`config.mk`:
```
export PLATFORM = sky130hd
export DESIGN_NAME = glob_wildcard_matcher_top
export DESIGN_NICKNAME = d
export VERILOG_FILES = /design/src/hw/rtl/gwm_pkg.sv /design/src/hw/rtl/gwm_pattern_store.sv /design/src/hw/rtl/gwm_row_update.sv /design/src/hw/rtl/glob_wildcard_matcher_top.sv
export SDC_FILE = /design/constraint.sdc
export NUM_CORES = 1
export LEC_CHECK = 0
export BUFFER_PORTS_ARGS = -buffer_cell sky130_fd_sc_hd__buf_2
export CAP_MARGIN = 10
export CORE_MARGIN = 5
export CORE_UTILIZATION = 45
export DETAILED_ROUTE_END_ITERATION = 12
export HOLD_SLACK_MARGIN = 0.1
export PLACE_DENSITY = 0.59
export SYNTH_ARGS = -nofsm -noshare
export SYNTH_HDL_FRONTEND = slang
export SYNTH_HIERARCHICAL = 1
export SYNTH_SLANG_ARGS = --single-unit
```
`constraint.sdc`:
```
create_clock -name clk_i -period 17.2 [get_ports clk_i]
set_input_delay 3.44 -clock clk_i [delete_from_list [all_inputs] [get_ports clk_i]]
set_output_delay 3.44 -clock clk_i [all_outputs]
set_load 0.1 [all_outputs]
```
`src/hw/rtl/gwm_pkg.sv`:
```
// Shared types and constants of the glob wildcard matcher.
// No dependencies; imported by every RTL module of the matcher but gwm_checker.
package gwm_pkg;

  // Pattern characters with a special meaning.
  localparam logic [7:0] CH_STAR = 8'h2A;
  localparam logic [7:0] CH_ANY  = 8'h3F;
  localparam logic [7:0] CH_DOT  = 8'h2E;

  // Register index of the hidden-name control bit (byte address bit 2).
  localparam logic CFG_IDX_HIDE_DOT = 1'b0;

  // Operation carried by one input transfer.
  typedef enum logic [1:0] {
    OP_CLEAR  = 2'd0,
    OP_APPEND = 2'd1,
    OP_NAME   = 2'd2,
    OP_END    = 2'd3
  } op_e;

  // Write request into the pattern store.
  typedef struct packed {
    logic       en;
    logic [7:0] value;
  } pat_wr_t;

endpackage

```
`src/hw/rtl/gwm_pattern_store.sv`:
```
// Pattern store of the glob matcher: one byte cell per pattern position.
// Depends on gwm_pkg. Each cell also keeps its star and any-byte flags.
module gwm_pattern_store
  import gwm_pkg::*;
#(
  parameter int MAX_PATTERN = 64,
  localparam int LenW = $clog2(MAX_PATTERN + 1)
) (
  input  logic                  clk_i,
  input  pat_wr_t               wr_i,
  input  logic [LenW-1:0]       wr_pos_i,
  output logic [MAX_PATTERN-1:0] star_o,
  output logic [MAX_PATTERN-1:0] any_o,
  output logic [7:0]            byte_o [MAX_PATTERN]
);

  logic [7:0]             byte_q [MAX_PATTERN];
  logic [MAX_PATTERN-1:0] star_q;
  logic [MAX_PATTERN-1:0] any_q;

  // Entries are written once each, at the position equal to the current
  // pattern length; positions at or above the length are never consulted.
  always_ff @(posedge clk_i) begin
    for (int j = 0; j < MAX_PATTERN; j++) begin
      if (wr_i.en && (wr_pos_i == LenW'(j))) begin
        byte_q[j] <= wr_i.value;
        star_q[j] <= (wr_i.value == CH_STAR);
        any_q[j]  <= (wr_i.value == CH_ANY);
      end
    end
  end

  assign byte_o = byte_q;
  assign star_o = star_q;
  assign any_o  = any_q;

endmodule

```
`src/hw/rtl/gwm_row_update.sv`:
```
// Next match row for one name byte, as a segmented prefix OR over the row.
// Depends on gwm_pkg; fed by gwm_pattern_store and the row register.
module gwm_row_update
  import gwm_pkg::*;
#(
  parameter int MAX_PATTERN = 64,
  localparam int LenW = $clog2(MAX_PATTERN + 1),
  localparam int NLev = $clog2(MAX_PATTERN + 1)
) (
  input  logic [MAX_PATTERN:0]   row_i,
  input  logic [LenW-1:0]        len_i,
  input  logic [MAX_PATTERN-1:0] star_i,
  input  logic [MAX_PATTERN-1:0] any_i,
  input  logic [7:0]             byte_i [MAX_PATTERN],
  input  logic [7:0]             name_byte_i,
  output logic [MAX_PATTERN:0]   next_o
);

  // Each position either starts a segment (non-star, inactive or position
  // zero) with its own value, or is a star that ORs in everything back to
  // the segment start.
  logic [MAX_PATTERN:0] seg_v [NLev+1];
  logic [MAX_PATTERN:0] seg_f [NLev+1];

  always_comb begin
    seg_v[0][0] = 1'b0;
    seg_f[0][0] = 1'b1;
    for (int j = 1; j <= MAX_PATTERN; j++) begin
      if (LenW'(j) > len_i) begin
        seg_v[0][j] = 1'b0;
        seg_f[0][j] = 1'b1;
      end else if (star_i[j-1]) begin
        seg_v[0][j] = row_i[j];
        seg_f[0][j] = 1'b0;
      end else begin
        seg_v[0][j] = row_i[j-1] & (any_i[j-1] | (byte_i[j-1] == name_byte_i));
        seg_f[0][j] = 1'b1;
      end
    end
    for (int l = 0; l < NLev; l++) begin
      for (int j = 0; j <= MAX_PATTERN; j++) begin
        if ((j >= (1 << l)) && !seg_f[l][j]) begin
          seg_v[l+1][j] = seg_v[l][j] | seg_v[l][j-(1 << l)];
          seg_f[l+1][j] = seg_f[l][j-(1 << l)];
        end else begin
          seg_v[l+1][j] = seg_v[l][j];
          seg_f[l+1][j] = seg_f[l][j];
        end
      end
    end
  end

  assign next_o = seg_v[NLev];

endmodule

```
`src/hw/rtl/glob_wildcard_matcher_top.sv`:
```
// Top level of the streaming glob wildcard matcher ('*' and '?').
// Depends on gwm_pkg, gwm_pattern_store and gwm_row_update.
//
//   Channel | Direction | Signals                                   | Transfer when
//   --------+-----------+-------------------------------------------+----------------------
//   in      | input     | opcode_i, byte_value_i                    | in_valid_i & in_ready_o
//   out     | output    | matched_o, hidden_rejected_o,             | out_valid_o & out_ready_i
//           |           | pattern_overflow_o                        |
//   cfg     | APB       | psel, penable, pwrite, paddr, pwdata      | psel & penable & pwrite
//
// Every input transfer passes through the input register and then the state update,
// so one item is accepted per cycle unless an end-of-name item waits on a full,
// stalled result register; an end-of-name result goes from the input register into
// the result register. The match row update is a segmented prefix OR of
// $clog2(MAX_PATTERN + 1) levels, which sets the clock path.
// Reset clears the pattern length, the flags and the row; the pattern bytes
// themselves hold no reset value. A stalled output stops only an end-of-name item
// in the input register; clear, append and name-byte items keep flowing.
module glob_wildcard_matcher_top
  import gwm_pkg::*;
#(
  parameter int MAX_PATTERN = 64,
  localparam int LenW = $clog2(MAX_PATTERN + 1)
) (
  input  logic        clk_i,
  input  logic        rst_ni,
  // Item input channel.
  input  logic        in_valid_i,
  output logic        in_ready_o,
  input  logic [1:0]  opcode_i,
  input  logic [7:0]  byte_value_i,
  // Result output channel.
  output logic        out_valid_o,
  input  logic        out_ready_i,
  output logic        matched_o,
  output logic        hidden_rejected_o,
  output logic        pattern_overflow_o,
  // Configuration port.
  input  logic        psel,
  input  logic        penable,
  input  logic        pwrite,
  input  logic [2:0]  paddr,
  input  logic [31:0] pwdata,
  output logic [31:0] prdata,
  output logic        pready
);

  // ---------------------------------------------------------------------------
  // Configuration register. The only register sits at byte address 0; the
  // word index is address bit 2 and the byte-lane bits are ignored.
  // ---------------------------------------------------------------------------
  logic hide_q;

  assign pready = 1'b1;

  always_ff @(posedge clk_i or negedge rst_ni) begin
    if (!rst_ni) begin
      hide_q <= 1'b1;
    end else if (psel && penable && pwrite && pready) begin
      unique case (paddr[2])
        CFG_IDX_HIDE_DOT: hide_q <= pwdata[0];
        default:          ;
      endcase
    end
  end

  always_comb begin
    unique case (paddr[2])
      CFG_IDX_HIDE_DOT: prdata = {31'b0, hide_q};
      default:          prdata = '0;
    endcase
  end

  // ---------------------------------------------------------------------------
  // Input register. It advances unless it holds an end-of-name item whose
  // result cannot be written because the output register is still full.
  // ---------------------------------------------------------------------------
  logic       s1_valid_q;
  op_e        s1_op_q;
  logic [7:0] s1_byte_q;
  logic       s1_adv;
  logic       out_valid_q;

  assign s1_adv     = s1_valid_q && ((s1_op_q != OP_END) || !out_valid_q || out_ready_i);
  assign in_ready_o = !s1_valid_q || s1_adv;

  always_ff @(posedge clk_i or negedge rst_ni) begin
    if (!rst_ni) begin
      s1_valid_q <= 1'b0;
    end else if (in_ready_o) begin
      s1_valid_q <= in_valid_i;
    end
  end

  always_ff @(posedge clk_i) begin
    if (in_valid_i && in_ready_o) begin
      s1_op_q   <= op_e'(opcode_i);
      s1_byte_q <= byte_value_i;
    end
  end

  // ---------------------------------------------------------------------------
  // Matcher state.
  // ---------------------------------------------------------------------------
  logic [LenW-1:0]        len_q, len_d;
  logic [LenW-1:0]        lead_cnt_q, lead_cnt_d;
  logic                   lead_q, lead_d;
  logic                   start_q, start_d;
  logic                   dot_q, dot_d;
  logic                   ovf_q, ovf_d;
  logic [MAX_PATTERN:0]   row_q, row_d;

  logic [MAX_PATTERN-1:0] pat_star;
  logic [MAX_PATTERN-1:0] pat_any;
  logic [7:0]             pat_byte [MAX_PATTERN];
  logic [MAX_PATTERN:0]   row_next;
  pat_wr_t                pat_wr;
  logic                   pat_full;
  logic                   restart;

  assign pat_full     = (len_q == LenW'(MAX_PATTERN));
  assign pat_wr.en    = s1_adv && (s1_op_q == OP_APPEND) && !pat_full;
  assign pat_wr.value = s1_byte_q;

  gwm_pattern_store #(
    .MAX_PATTERN(MAX_PATTERN)
  ) u_store (
    .clk_i    (clk_i),
    .wr_i     (pat_wr),
    .wr_pos_i (len_q),
    .star_o   (pat_star),
    .any_o    (pat_any),
    .byte_o   (pat_byte)
  );

  gwm_row_update #(
    .MAX_PATTERN(MAX_PATTERN)
  ) u_row (
    .row_i       (row_q),
    .len_i       (len_q),
    .star_i      (pat_star),
    .any_i       (pat_any),
    .byte_i      (pat_byte),
    .name_byte_i (s1_byte_q),
    .next_o      (row_next)
  );

  // End-of-name evaluation straight from the current state.
  logic hit;
  logic dot_pattern;
  logic reject;

  assign hit         = row_q[len_q];
  assign dot_pattern = (len_q != '0) && (pat_byte[0] == CH_DOT);
  assign reject      = hide_q && dot_q && !dot_pattern;

  always_comb begin
    len_d      = len_q;
    lead_cnt_d = lead_cnt_q;
    lead_d     = lead_q;
    start_d    = start_q;
    dot_d      = dot_q;
    ovf_d      = ovf_q;
    row_d      = row_q;
    restart    = 1'b0;
    if (s1_adv) begin
      case (s1_op_q)
        OP_CLEAR: begin
          len_d      = '0;
          lead_cnt_d = '0;
          lead_d     = 1'b1;
          ovf_d      = 1'b0;
          restart    = 1'b1;
        end
        OP_APPEND: begin
          if (pat_full) begin
            ovf_d = 1'b1;
          end else begin
            len_d = len_q + LenW'(1);
            if (lead_q && (s1_byte_q == CH_STAR)) begin
              lead_cnt_d = lead_cnt_q + LenW'(1);
            end else begin
              lead_d = 1'b0;
            end
          end
          restart = 1'b1;
        end
        OP_NAME: begin
          if (start_q) begin
            dot_d   = (s1_byte_q == CH_DOT);
            start_d = 1'b0;
          end
          row_d = row_next;
        end
        default: begin
          restart = 1'b1;
        end
      endcase
    end
    // The empty-name row is true for prefix zero and every leading star.
    if (restart) begin
      for (int j = 0; j <= MAX_PATTERN; j++) begin
        row_d[j] = (LenW'(j) <= lead_cnt_d);
      end
      start_d = 1'b1;
      dot_d   = 1'b0;
    end
  end

  always_ff @(posedge clk_i or negedge rst_ni) begin
    if (!rst_ni) begin
      len_q      <= '0;
      lead_cnt_q <= '0;
      lead_q     <= 1'b1;
      start_q    <= 1'b1;
      dot_q      <= 1'b0;
      ovf_q      <= 1'b0;
      row_q      <= (MAX_PATTERN + 1)'(1);
    end else begin
      len_q      <= len_d;
      lead_cnt_q <= lead_cnt_d;
      lead_q     <= lead_d;
      start_q    <= start_d;
      dot_q      <= dot_d;
      ovf_q      <= ovf_d;
      row_q      <= row_d;
    end
  end

  // ---------------------------------------------------------------------------
  // Result register. It is loaded by an end-of-name item and emptied by an
  // output transfer; the guard on s1_adv keeps a full register from being
  // overwritten.
  // ---------------------------------------------------------------------------
  logic matched_q;
  logic hidden_q;
  logic ovf_out_q;

  always_ff @(posedge clk_i or negedge rst_ni) begin
    if (!rst_ni) begin
      out_valid_q <= 1'b0;
    end else if (s1_adv && (s1_op_q == OP_END)) begin
      out_valid_q <= 1'b1;
    end else if (out_ready_i) begin
      out_valid_q <= 1'b0;
    end
  end

  always_ff @(posedge clk_i) begin
    if (s1_adv && (s1_op_q == OP_END)) begin
      matched_q <= hit && !reject;
      hidden_q  <= hit && reject;
      ovf_out_q <= ovf_q;
    end
  end

  assign out_valid_o        = out_valid_q;
  assign matched_o          = matched_q;
  assign hidden_rejected_o  = hidden_q;
  assign pattern_overflow_o = ovf_out_q;

endmodule

```
### Word level (Yosys, flattened, before mapping)

Cells that the tools add are included.

* add/subtract/negate cells: 2
* $lt $le $gt $ge: 130
* equality and inequality tests: 139
* multiplexer cells: 861
* bitwise gates (word level): 450
* reductions and logical operators: 99

Operators by type and width (count)
* two-way mux 1 bit: 849
* == test 8 bit: 64
* OR 1 bit: 385
* == test 7 x 6 -> 1 bit (second input constant): 32
* greater-than comparator 6 x 7 -> 1 bit (first input constant): 32
* <= comparator 6 x 7 -> 1 bit (first input constant): 32
* two-way mux 65 bit: 3
* == test 7 x 5 -> 1 bit (second input constant): 16
* greater-than comparator 5 x 7 -> 1 bit (first input constant): 16
* <= comparator 5 x 7 -> 1 bit (first input constant): 16
* logical AND 1 bit: 77
* AND 1 bit: 64
* == test 7 x 4 -> 1 bit (second input constant): 8
* greater-than comparator 4 x 7 -> 1 bit (first input constant): 8
* <= comparator 4 x 7 -> 1 bit (first input constant): 8
* == test 8 x 6 -> 1 bit (second input constant): 4
* == test 7 x 3 -> 1 bit (second input constant): 4
* greater-than comparator 3 x 7 -> 1 bit (first input constant): 4
* <= comparator 3 x 7 -> 1 bit (first input constant): 4
* two-way mux 7 bit: 4
* one-hot mux 7 bit (2 select lines): 2
* adder 7 x 1 -> 7 bit (second input constant): 2
* == test 7 x 2 -> 1 bit (second input constant): 2
* greater-than comparator 2 x 7 -> 1 bit (first input constant): 2
* other kinds (23): 43

* register bits: 739
* output and inout bits: 38

### Longest topological paths before layout

Gate-level depths: netlist of run 1.

* word-level depth: 20
* depth in mapped cells: 18
* mapped depth without buffers: 14

### By module

The synthesis of run 1 kept the hierarchy.

Modules (own cells, without submodules)
* gwm_pattern_store: times used 1, cells each 740, area each 19767.7 um2, sequential area each 19218.4 um2
* gwm_row_update: times used 1, cells each 1599, area each 11299.6 um2, sequential area each 0.0 um2
* glob_wildcard_matcher_top: times used 1, cells each 654, area each 6012.0 um2, sequential area each 2547.4 um2

### Least setup slack after synthesis of run 1

No wires, ideal clock.

* kind: input -> output
* from: input paddr[2]
* to: output prdata[0]
* data arrival time: 4.775 ns
* setup slack: 8.985 ns
* stages: 1
* buffers on the path: 0
* path through: nor2b_1

* cells in the longest elaborated chain, start to end: 1

RTL lines
* start: declaration: RTL line glob_wildcard_matcher_top.sv:42 `input logic [2:0] paddr,`
* two-way mux 1 bit: RTL line glob_wildcard_matcher_top.sv:68 `unique case (paddr[2])`
* end: declaration: RTL line glob_wildcard_matcher_top.sv:44 `output logic [31:0] prdata,`

No other way between the ends.

### Worst setup path in the final report of run 1

* from: input out_ready_i
* to: output in_ready_o

* cells in the longest elaborated chain, start to end: 3

RTL lines
* start: declaration: RTL line glob_wildcard_matcher_top.sv:34 `input logic out_ready_i,`
* logical OR 1 bit: RTL line glob_wildcard_matcher_top.sv:84 `assign s1_adv = s1_valid_q && ((s1_op_q != OP_END) || !out_valid_q || out_ready_i);`
* logical AND 1 bit: RTL line glob_wildcard_matcher_top.sv:84
* logical OR 1 bit: RTL line glob_wildcard_matcher_top.sv:85 `assign in_ready_o = !s1_valid_q || s1_adv;`
* end: declaration: RTL line glob_wildcard_matcher_top.sv:29 `output logic in_ready_o,`

No other way between the ends.

==> results of run 1 <==
state kept, by name, summed over array words and instances, names as in the netlist:
signal              cells
ovf_q                   1
u_store/star_o         64
u_store/any_o          64
lead_cnt_q              7
start_q                 1
s1_byte_q               8
pattern_overflow_o      1
out_valid_o             1
lead_q                  1
hidden_rejected_o       1
hide_q                  1
u_store/byte_o        512
matched_o               1
len_q                   7
row_q                  65
s1_valid_q              1
s1_op_q                 2
dot_q                   1
kinds of logic after synthesis:
group,after synthesis
buf+inv,209
mux,26
fa+ha+maj,3
simple gates,909
xor+xnor,518
flops,739
compound gates,586
other cells,3
cell usage after synthesis (40+ instances only):
library cell / number
buf_4: 45
o21ai_1: 44
nor3_1: 49
a21oi_1: 134
xor2_1: 375
inv_1: 40
xnor2_1: 143
nand4_1: 45
nor2_1: 185
nor4_1: 91
dfrtp_1: 82
nand2_1: 242
clkbuf_1: 46
nand3_1: 47
edfxtp_1: 653
o21ai_0: 139
metal layers:
layer	GRT usage (%)	up-vias	share of wire [%]	routed length (um)
li1	-	11040	-	-
met4	7.190	2	2.9	3009
met3	4.488	161	7.9	8182
met2	35.59	951	45	46650
met5	0	-	0.018	19
met1	33.03	12230	44	46290
worst reg2reg max path: stages (launching register included):
cell	delay (ns)
edfxtp_1	0.70
buf_12	0.42
buf_4	0.67
xor2_1	0.21
nor4_1	0.08
a21oi_1	0.27
o21ai_0	0.14
a21boi_0	0.60
o221ai_1	0.46
a31oi_1	0.50
a31oi_4	0.14
a41o_1	0.34
a41o_1	0.27
a21o_1	0.22
a211oi_1	0.20
o21ai_0	0.10
metrics by stage:
stage	hold WS (ns)	worst slack, ns	utilization [%]	power, mW
floorplan	0.4257	8.985	-	2.344
global placement	0.4478	9.534	46.13	2.489
detailed placement	0.4558	9.520	46.13	2.495
CTS	0.4631	9.513	49.35	4.225
global route	0.4780	9.476	49.35	4.322
finish	0.4637	9.522	49.35	4.189
power groups by stage:
stage	sequential, mW	clock (mW)	combinational (mW)
finish	2.02	1.73	0.448
global route	2.02	1.83	0.472
CTS	2.01	1.76	0.446
detailed placement	2.05	0	0.444
global placement	2.05	0	0.439
floorplan	2.05	0	0.295
worst paths after layout:
check | startpoint | end
setup reg to reg | s1_byte_q[0] | row_q[58]
min in group asynchronous | rst_ni | out_valid_o
max in group asynchronous | rst_ni | row_q[57]
hold / removal | lead_q | lead_q
setup / recovery | out_ready_i | in_ready_o
hold reg to reg | lead_q | lead_q
layout make-up:
cell class	count	area, sq um
Fill cell	7147	41460
Antenna cell	1	2.502
Clock inverter	39	414.1
Inverter	45	168.9
Sequential cell	739	21770
Tap cell	1070	1339
Multi-Input combinational cell	2075	13960
Clock buffer	107	2218
Timing Repair Buffer	63	515.5
==> metrics.csv, run 1 <==
metric,value,unit
CP Cell Sequence,"buf_2, nand2b_1, nor2_1, nand2_1, buf_2",
RSZ-0062 raised after global routing,false,
initial antenna violation count,2,
"Avg Cell Area, Syn",12.39,sq um
routability cong.,1.005,
Die Area,88240,sq um
Layout Cells excl Fill,4139,
placed inst area,37760,sq um
Tot GR Track Use,22.99,%
Routed Antenna Nets,0,
Sequential Power Share,48.1,%
"Hold Vio Cnt, Final",0,
period utilization,44.64,%
Ys Warns,6,
final net count,3060,
global-route wire length before repair,156200,um
Layout Skew,0.02313,ns
largest net degree at the start of global routing,110,
Starting Density,45.30,%
max incr delay on CP,0.44,ns
slowest cell on the critical path,buf_2,
"top cells by area, synth","edfxtp_1 53%, xor2_1 8.9%, dfrtp_1 5.5%",
fin crit period,7.678,ns
Synth top area share,52.88,%
DRC violations left,0,
Clock power frac,41.2,%
core area,81850,sq um
Critical Path Source Type,primary input,
pwr dens,103.7,nW/um^2
Fin Setup TNS,0,ns
via count,24390,
# setup viols final,0,
Synth Area in Adders,0.1012,%
Rows,105,
compound-gate portion of the synthesized area,10.44,%
proportion of synthesized area in mux cells,1.390,%
hpwl dp,67570,um
maximum vdd drop,0.07087,mV
CTS root buf,clkbuf_16,
H-tree levels,3,
IO Port Bufs,24,
status,"complete, no violations",
"EDFF count, synth",653,
Hold Path Depth,2,
Hold Buf Count CTS,0,
actual slew at the worst max-slew pin,1.341,ns
type of the tightest min-delay check,flip-flop to flip-flop,
Die Span Y,297.1,um
Internal,3.134,mW
sequential area share after synthesis,58.70,%
io pins,90,
clock sink count,739,
worst-case reg-to-reg path depth,15,
switch share,25.18,%
CTS tree,done,
Async SR Flop Fraction,11.64,%
Slew Limit Headroom,8.317,%
combinational family with the most area after synthesis,simple AND/OR/NAND/NOR gates,
fin area,40390,sq um
"commonest cells after routing, fill and taps aside","653 x edfxtp_1, 375 x xor2_1, 240 x nand2_1, 185 x nor2_1, 143 x xnor2_1",
CP Data Required Time,13.76,ns
Crit Path Max Fanout,3,
Initial DRC Count,2427,
Crit Path Class,primary input to primary output,
vias in the first global route,23920,
Synth Area in XOR/XNOR,12.24,%
Worst Path Buf+Inv,2,
"setup slack, reg-to-reg",11.77,ns
Die X,297.1,um
Pre-Repair DR Iteration Count,8,
Worst Setup End Kind,primary output,
Synth-to-Final Area Change,8.932,%
Gate power share,10.7,%
Fmax,130.2,MHz
crit-path leading delay family,buffers and inverters,
Mapped Area,37080,sq um
Longest Clk Path Bufs,3,
"FF+latch count, synth",739,
postcts setup bufs,0,
drt via density,5.892,
"commonest non-fill, non-tap cell in the layout",edfxtp_1,
Worst-Skew Late Latency,0.64,ns
count of final max-slew check failures,0,
"Reg clk slew, reported paths",0.05,ns
Synth Area in Simple Gates,13.09,%
layout cells sized above 1,10.14,%
Leak,13.75,nW
drt total wl,104200,um
Unique masters post-synth,124,
Post-Place Cells,3992,
PostCTS Resize Cnt,0,
Yosys top cell by area,edfxtp_1,
Most used DFF post-synth,edfxtp_1,
wire length per cell,25.16,um
CP dominant cell by count,buf_2,
max_cap viols,0,
CTS Buf Count,81,
cell depth of the worst setup path,5,
GRT Residual Overflow,0,
Crit path arrival time,4.24,ns
net switching power,1.055,mW
post-synthesis instance total,2993,
Note: power is estimated with default switching activity, not from simulation.
==> run 2, diff against run 1 <==
--- a/config.mk
+++ b/config.mk
@@ -5,6 +5,7 @@
 export SDC_FILE = /design/constraint.sdc
 export NUM_CORES = 1
 export LEC_CHECK = 0
+export ABC_AREA = 1
 export BUFFER_PORTS_ARGS = -buffer_cell sky130_fd_sc_hd__buf_2
 export CAP_MARGIN = 10
 export CORE_MARGIN = 5
==> constraint.sdc (replaced) <==
create_clock -name clk_i -period 7.59 [get_ports clk_i]
set_input_delay 1.518 -clock clk_i [delete_from_list [all_inputs] [get_ports clk_i]]
set_output_delay 1.518 -clock clk_i [all_outputs]
set_load 0.1 [all_outputs]
==> run 2 against run 1 <==
Net effect:
- critical path depth increased by 5
- global-route usage decreased by 0.50 points
- die area increased by 8.2%
- count of clock-buffer cells in the layout decreased by 4
- first-iteration DRC count increased by 16%
- largest power group unchanged
- highest routed layer is now met4
==> metrics.csv, run 2 <==
metric,value,unit,change
status,"complete, no violations",,unchanged
Layout Cells excl Fill,5906,,was 4139
"Avg Cell Area, Syn",8.661,sq um,was 12.39 sq um
drt total wl,108300,um,was 104200 um
Crit Path Class,flip-flop to flip-flop,,was primary input to primary output
# setup viols final,0,,unchanged
Unique masters post-synth,49,,was 124
via count,29420,,was 24390
final net count,4734,,was 3060
wire length per cell,18.34,um,was 25.16 um
post-synthesis instance total,4646,,was 2993
proportion of synthesized area in mux cells,0,%,was 1.390%
period utilization,57.52,%,
Die X,309.0,um,was 297.1 um
Crit path arrival time,4.59,ns,was 4.24 ns
routability cong.,0.9790,,was 1.005
"Reg clk slew, reported paths",0.06,ns,was 0.05 ns
RSZ-0062 raised after global routing,false,,unchanged
Ys Warns,6,,unchanged
count of final max-slew check failures,0,,unchanged
"setup slack, reg-to-reg",3.22,ns,was 11.77 ns
Critical R2R Launch,len_q[0],,was s1_byte_q[0]
"EDFF count, synth",653,,unchanged
"FF+latch count, synth",739,,unchanged
Post-Place Cells,5761,,was 3992
Worst-Skew Late Latency,0.63,ns,was 0.64 ns
Routed Antenna Nets,0,,unchanged
Yosys top cell by area,edfxtp_1,,unchanged
Die Span Y,309.0,um,was 297.1 um
drt via density,4.982,,was 5.892
combinational family with the most area after synthesis,simple AND/OR/NAND/NOR gates,,unchanged
worst-case reg-to-reg path depth,10,,was 15
postcts setup bufs,0,,unchanged
Critical Path Source Type,flip-flop,,was primary input
Synth Area in XOR/XNOR,9.447,%,was 12.24%
sequential area share after synthesis,54.09,%,was 58.70%
Longest Clk Path Bufs,3,,unchanged
DRC violations left,0,,unchanged
Hold Path Depth,0,,was 2
clock sink count,739,,unchanged
H-tree levels,3,,unchanged
Mapped Area,40240,sq um,was 37080 sq um
PostCTS Resize Cnt,0,,unchanged
CP Data Required Time,7.81,ns,was 13.76 ns
Synth-to-Final Area Change,9.369,%,was 8.932%
"commonest cells after routing, fill and taps aside","1566 x nand2_1, 653 x edfxtp_1, 619 x inv_1, 517 x nor2_1, 414 x xnor2_1",,"was 653 x edfxtp_1, 375 x xor2_1, 240 x nand2_1, 185 x nor2_1, 143 x xnor2_1"
"Hold Vio Cnt, Final",0,,unchanged
vias in the first global route,27190,,was 23920
IO Port Bufs,24,,unchanged
RR Endpoint,u_store/byte_o[115],,was row_q[58]
Worst Setup End Kind,flip-flop,,was primary output
compound-gate portion of the synthesized area,3.868,%,was 10.44%
Rows,109,,was 105
Fin Setup TNS,0,ns,unchanged
Synth Area in Adders,0.09328,%,was 0.1012%
ANT cells,0,,was 1
Slew Limit Headroom,13.44,%,was 8.317%
Crit Path Max Fanout,41,,was 3
Hold Buf Count CTS,0,,unchanged
type of the tightest min-delay check,flip-flop to flip-flop,,unchanged
max_cap viols,0,,unchanged
Layout Skew,0.01825,ns,was 0.02313 ns
max FFs per register,512,,unchanged
worst min-delay path startpoint,ovf_q,,was lead_q
layout cells sized above 1,6.686,%,was 10.14%
core area,88510,sq um,was 81850 sq um
CTS root buf,clkbuf_16,,unchanged
Initial DRC Count,2827,,was 2427
Synth top area share,48.73,%,was 52.88%
Synth Area in Simple Gates,24.14,%,was 13.09%
global-route wire length before repair,164500,um,was 156200 um
hpwl dp,76290,um,was 67570 um
GRT Residual Overflow,0,,unchanged
"top cells by area, synth","edfxtp_1 49%, nand2_1 15%, xnor2_1 9.0%",,"was edfxtp_1 53%, xor2_1 8.9%, dfrtp_1 5.5%"
actual slew at the worst max-slew pin,1.294,ns,was 1.341 ns
Async SR Flop Fraction,11.64,%,unchanged
initial antenna violation count,0,,was 2
Fmax,229.0,MHz,
fin crit period,4.366,ns,
io pins,90,,unchanged
CTS tree,done,,unchanged
CTS Buf Count,80,,was 81
"count leader, synth",nand2_1,,was edfxtp_1
hold endpoint,pattern_overflow_o,,was lead_q
largest net degree at the start of global routing,126,,was 110
Leak,17.75,nW,was 13.75 nW
"commonest non-fill, non-tap cell in the layout",nand2_1,,was edfxtp_1
Tot GR Track Use,22.49,%,was 22.99%
pwr dens,216.2,nW/um^2,was 103.7 nW/um^2
Die Area,95500,sq um,was 88240 sq um
maximum vdd drop,0.1409,mV,was 0.07087 mV
Most used DFF post-synth,edfxtp_1,,unchanged
Commonest cells post-synth,"1566 x nand2_1, 653 x edfxtp_1, 621 x inv_1, 521 x nor2_1, 414 x xnor2_1",,"was 653 x edfxtp_1, 375 x xor2_1, 242 x nand2_1, 185 x nor2_1, 143 x xnor2_1"
Starting Density,45.46,%,was 45.30%
Pre-Repair DR Iteration Count,6,,was 8
## run 2: cells by family after synthesis
kind of cell	Yosys count
and+or+nand+nor	2379
buffers and inverters	796
DFF	739
xor gates and xnor gates	434
AOI/OAI and AO/OA	292
adders and majority gates	3
other	3
## run 2: cell type report
| cell class | count | area [sq um] |
|---|---|---|
| well taps | 1165 | 1458 |
| clock buffers | 103 | 2162 |
| clock inverters | 41 | 397.9 |
| flip-flops and latches | 739 | 21770 |
| inverters | 651 | 2449 |
| fillers | 8303 | 44500 |
| multi-input cells | 3141 | 15260 |
| repair buffers | 66 | 516.7 |
## run 2: metal layers
layer / routed length, um / GRT usage, % / vias up
li1: - / - / 14550
met2: 48300 / 35.13 / 853
met3: 7226 / 3.149 / 143
met1: 50390 / 33.33 / 13880
met4: 2371 / 5.828 / 0
met5: 0 / 0 / -
## run 2: where the power goes
part / internal, mW / leakage [nW] / switching [mW]
Sequential: 4.49 / 7.00 / 0.102
Clock: 2.25 / 1.23 / 1.56
Combinational: 0.277 / 9.52 / 0.832
## run 2: worst max-delay path, stage by stage, from the launching register on
cell	delay, ns
dfrtp_1	0.33
buf_4	0.43
inv_2	0.41
ha_1	0.37
nand2_1	0.07
inv_1	0.08
nand3_4	0.09
nand2_1	0.07
inv_1	0.70
nand3_1	0.29
nor2_1	1.03
## run 2: per-stage QoR
stage / power (mW) / area [sq um] / setup WS [ns] / hold WS, ns / util (%)
6_report: 9.514 / 44010 / 3.224 / 0.4547 / 49.72
5_1_grt: 9.856 / 44010 / 2.999 / 0.4763 / 49.72
4_1_cts: 9.602 / 44000 / 3.353 / 0.4601 / 49.71
3_5_place_dp: 5.772 / 41440 / 3.385 / 0.4378 / 46.82
3_3_place_gp: 5.761 / 41440 / 3.420 / 0.4501 / 46.82
2_1_floorplan: 5.378 / 40350 / 3.301 / 0.4253 / -
## run 2: worst max-delay path by stage
stage	start	endpoint	slack [ns]	cells past startpoint
floorplan	paddr[2]	prdata[0]	3.30	1
global placement	len_q[0]	u_store/byte_o[471]	3.42	10
detailed placement	len_q[0]	u_store/byte_o[492]	3.39	10
CTS	len_q[0]	u_store/byte_o[493]	3.35	10
global route	len_q[0]	u_store/byte_o[493]	3.00	10
finish	len_q[0]	u_store/byte_o[115]	3.22	10
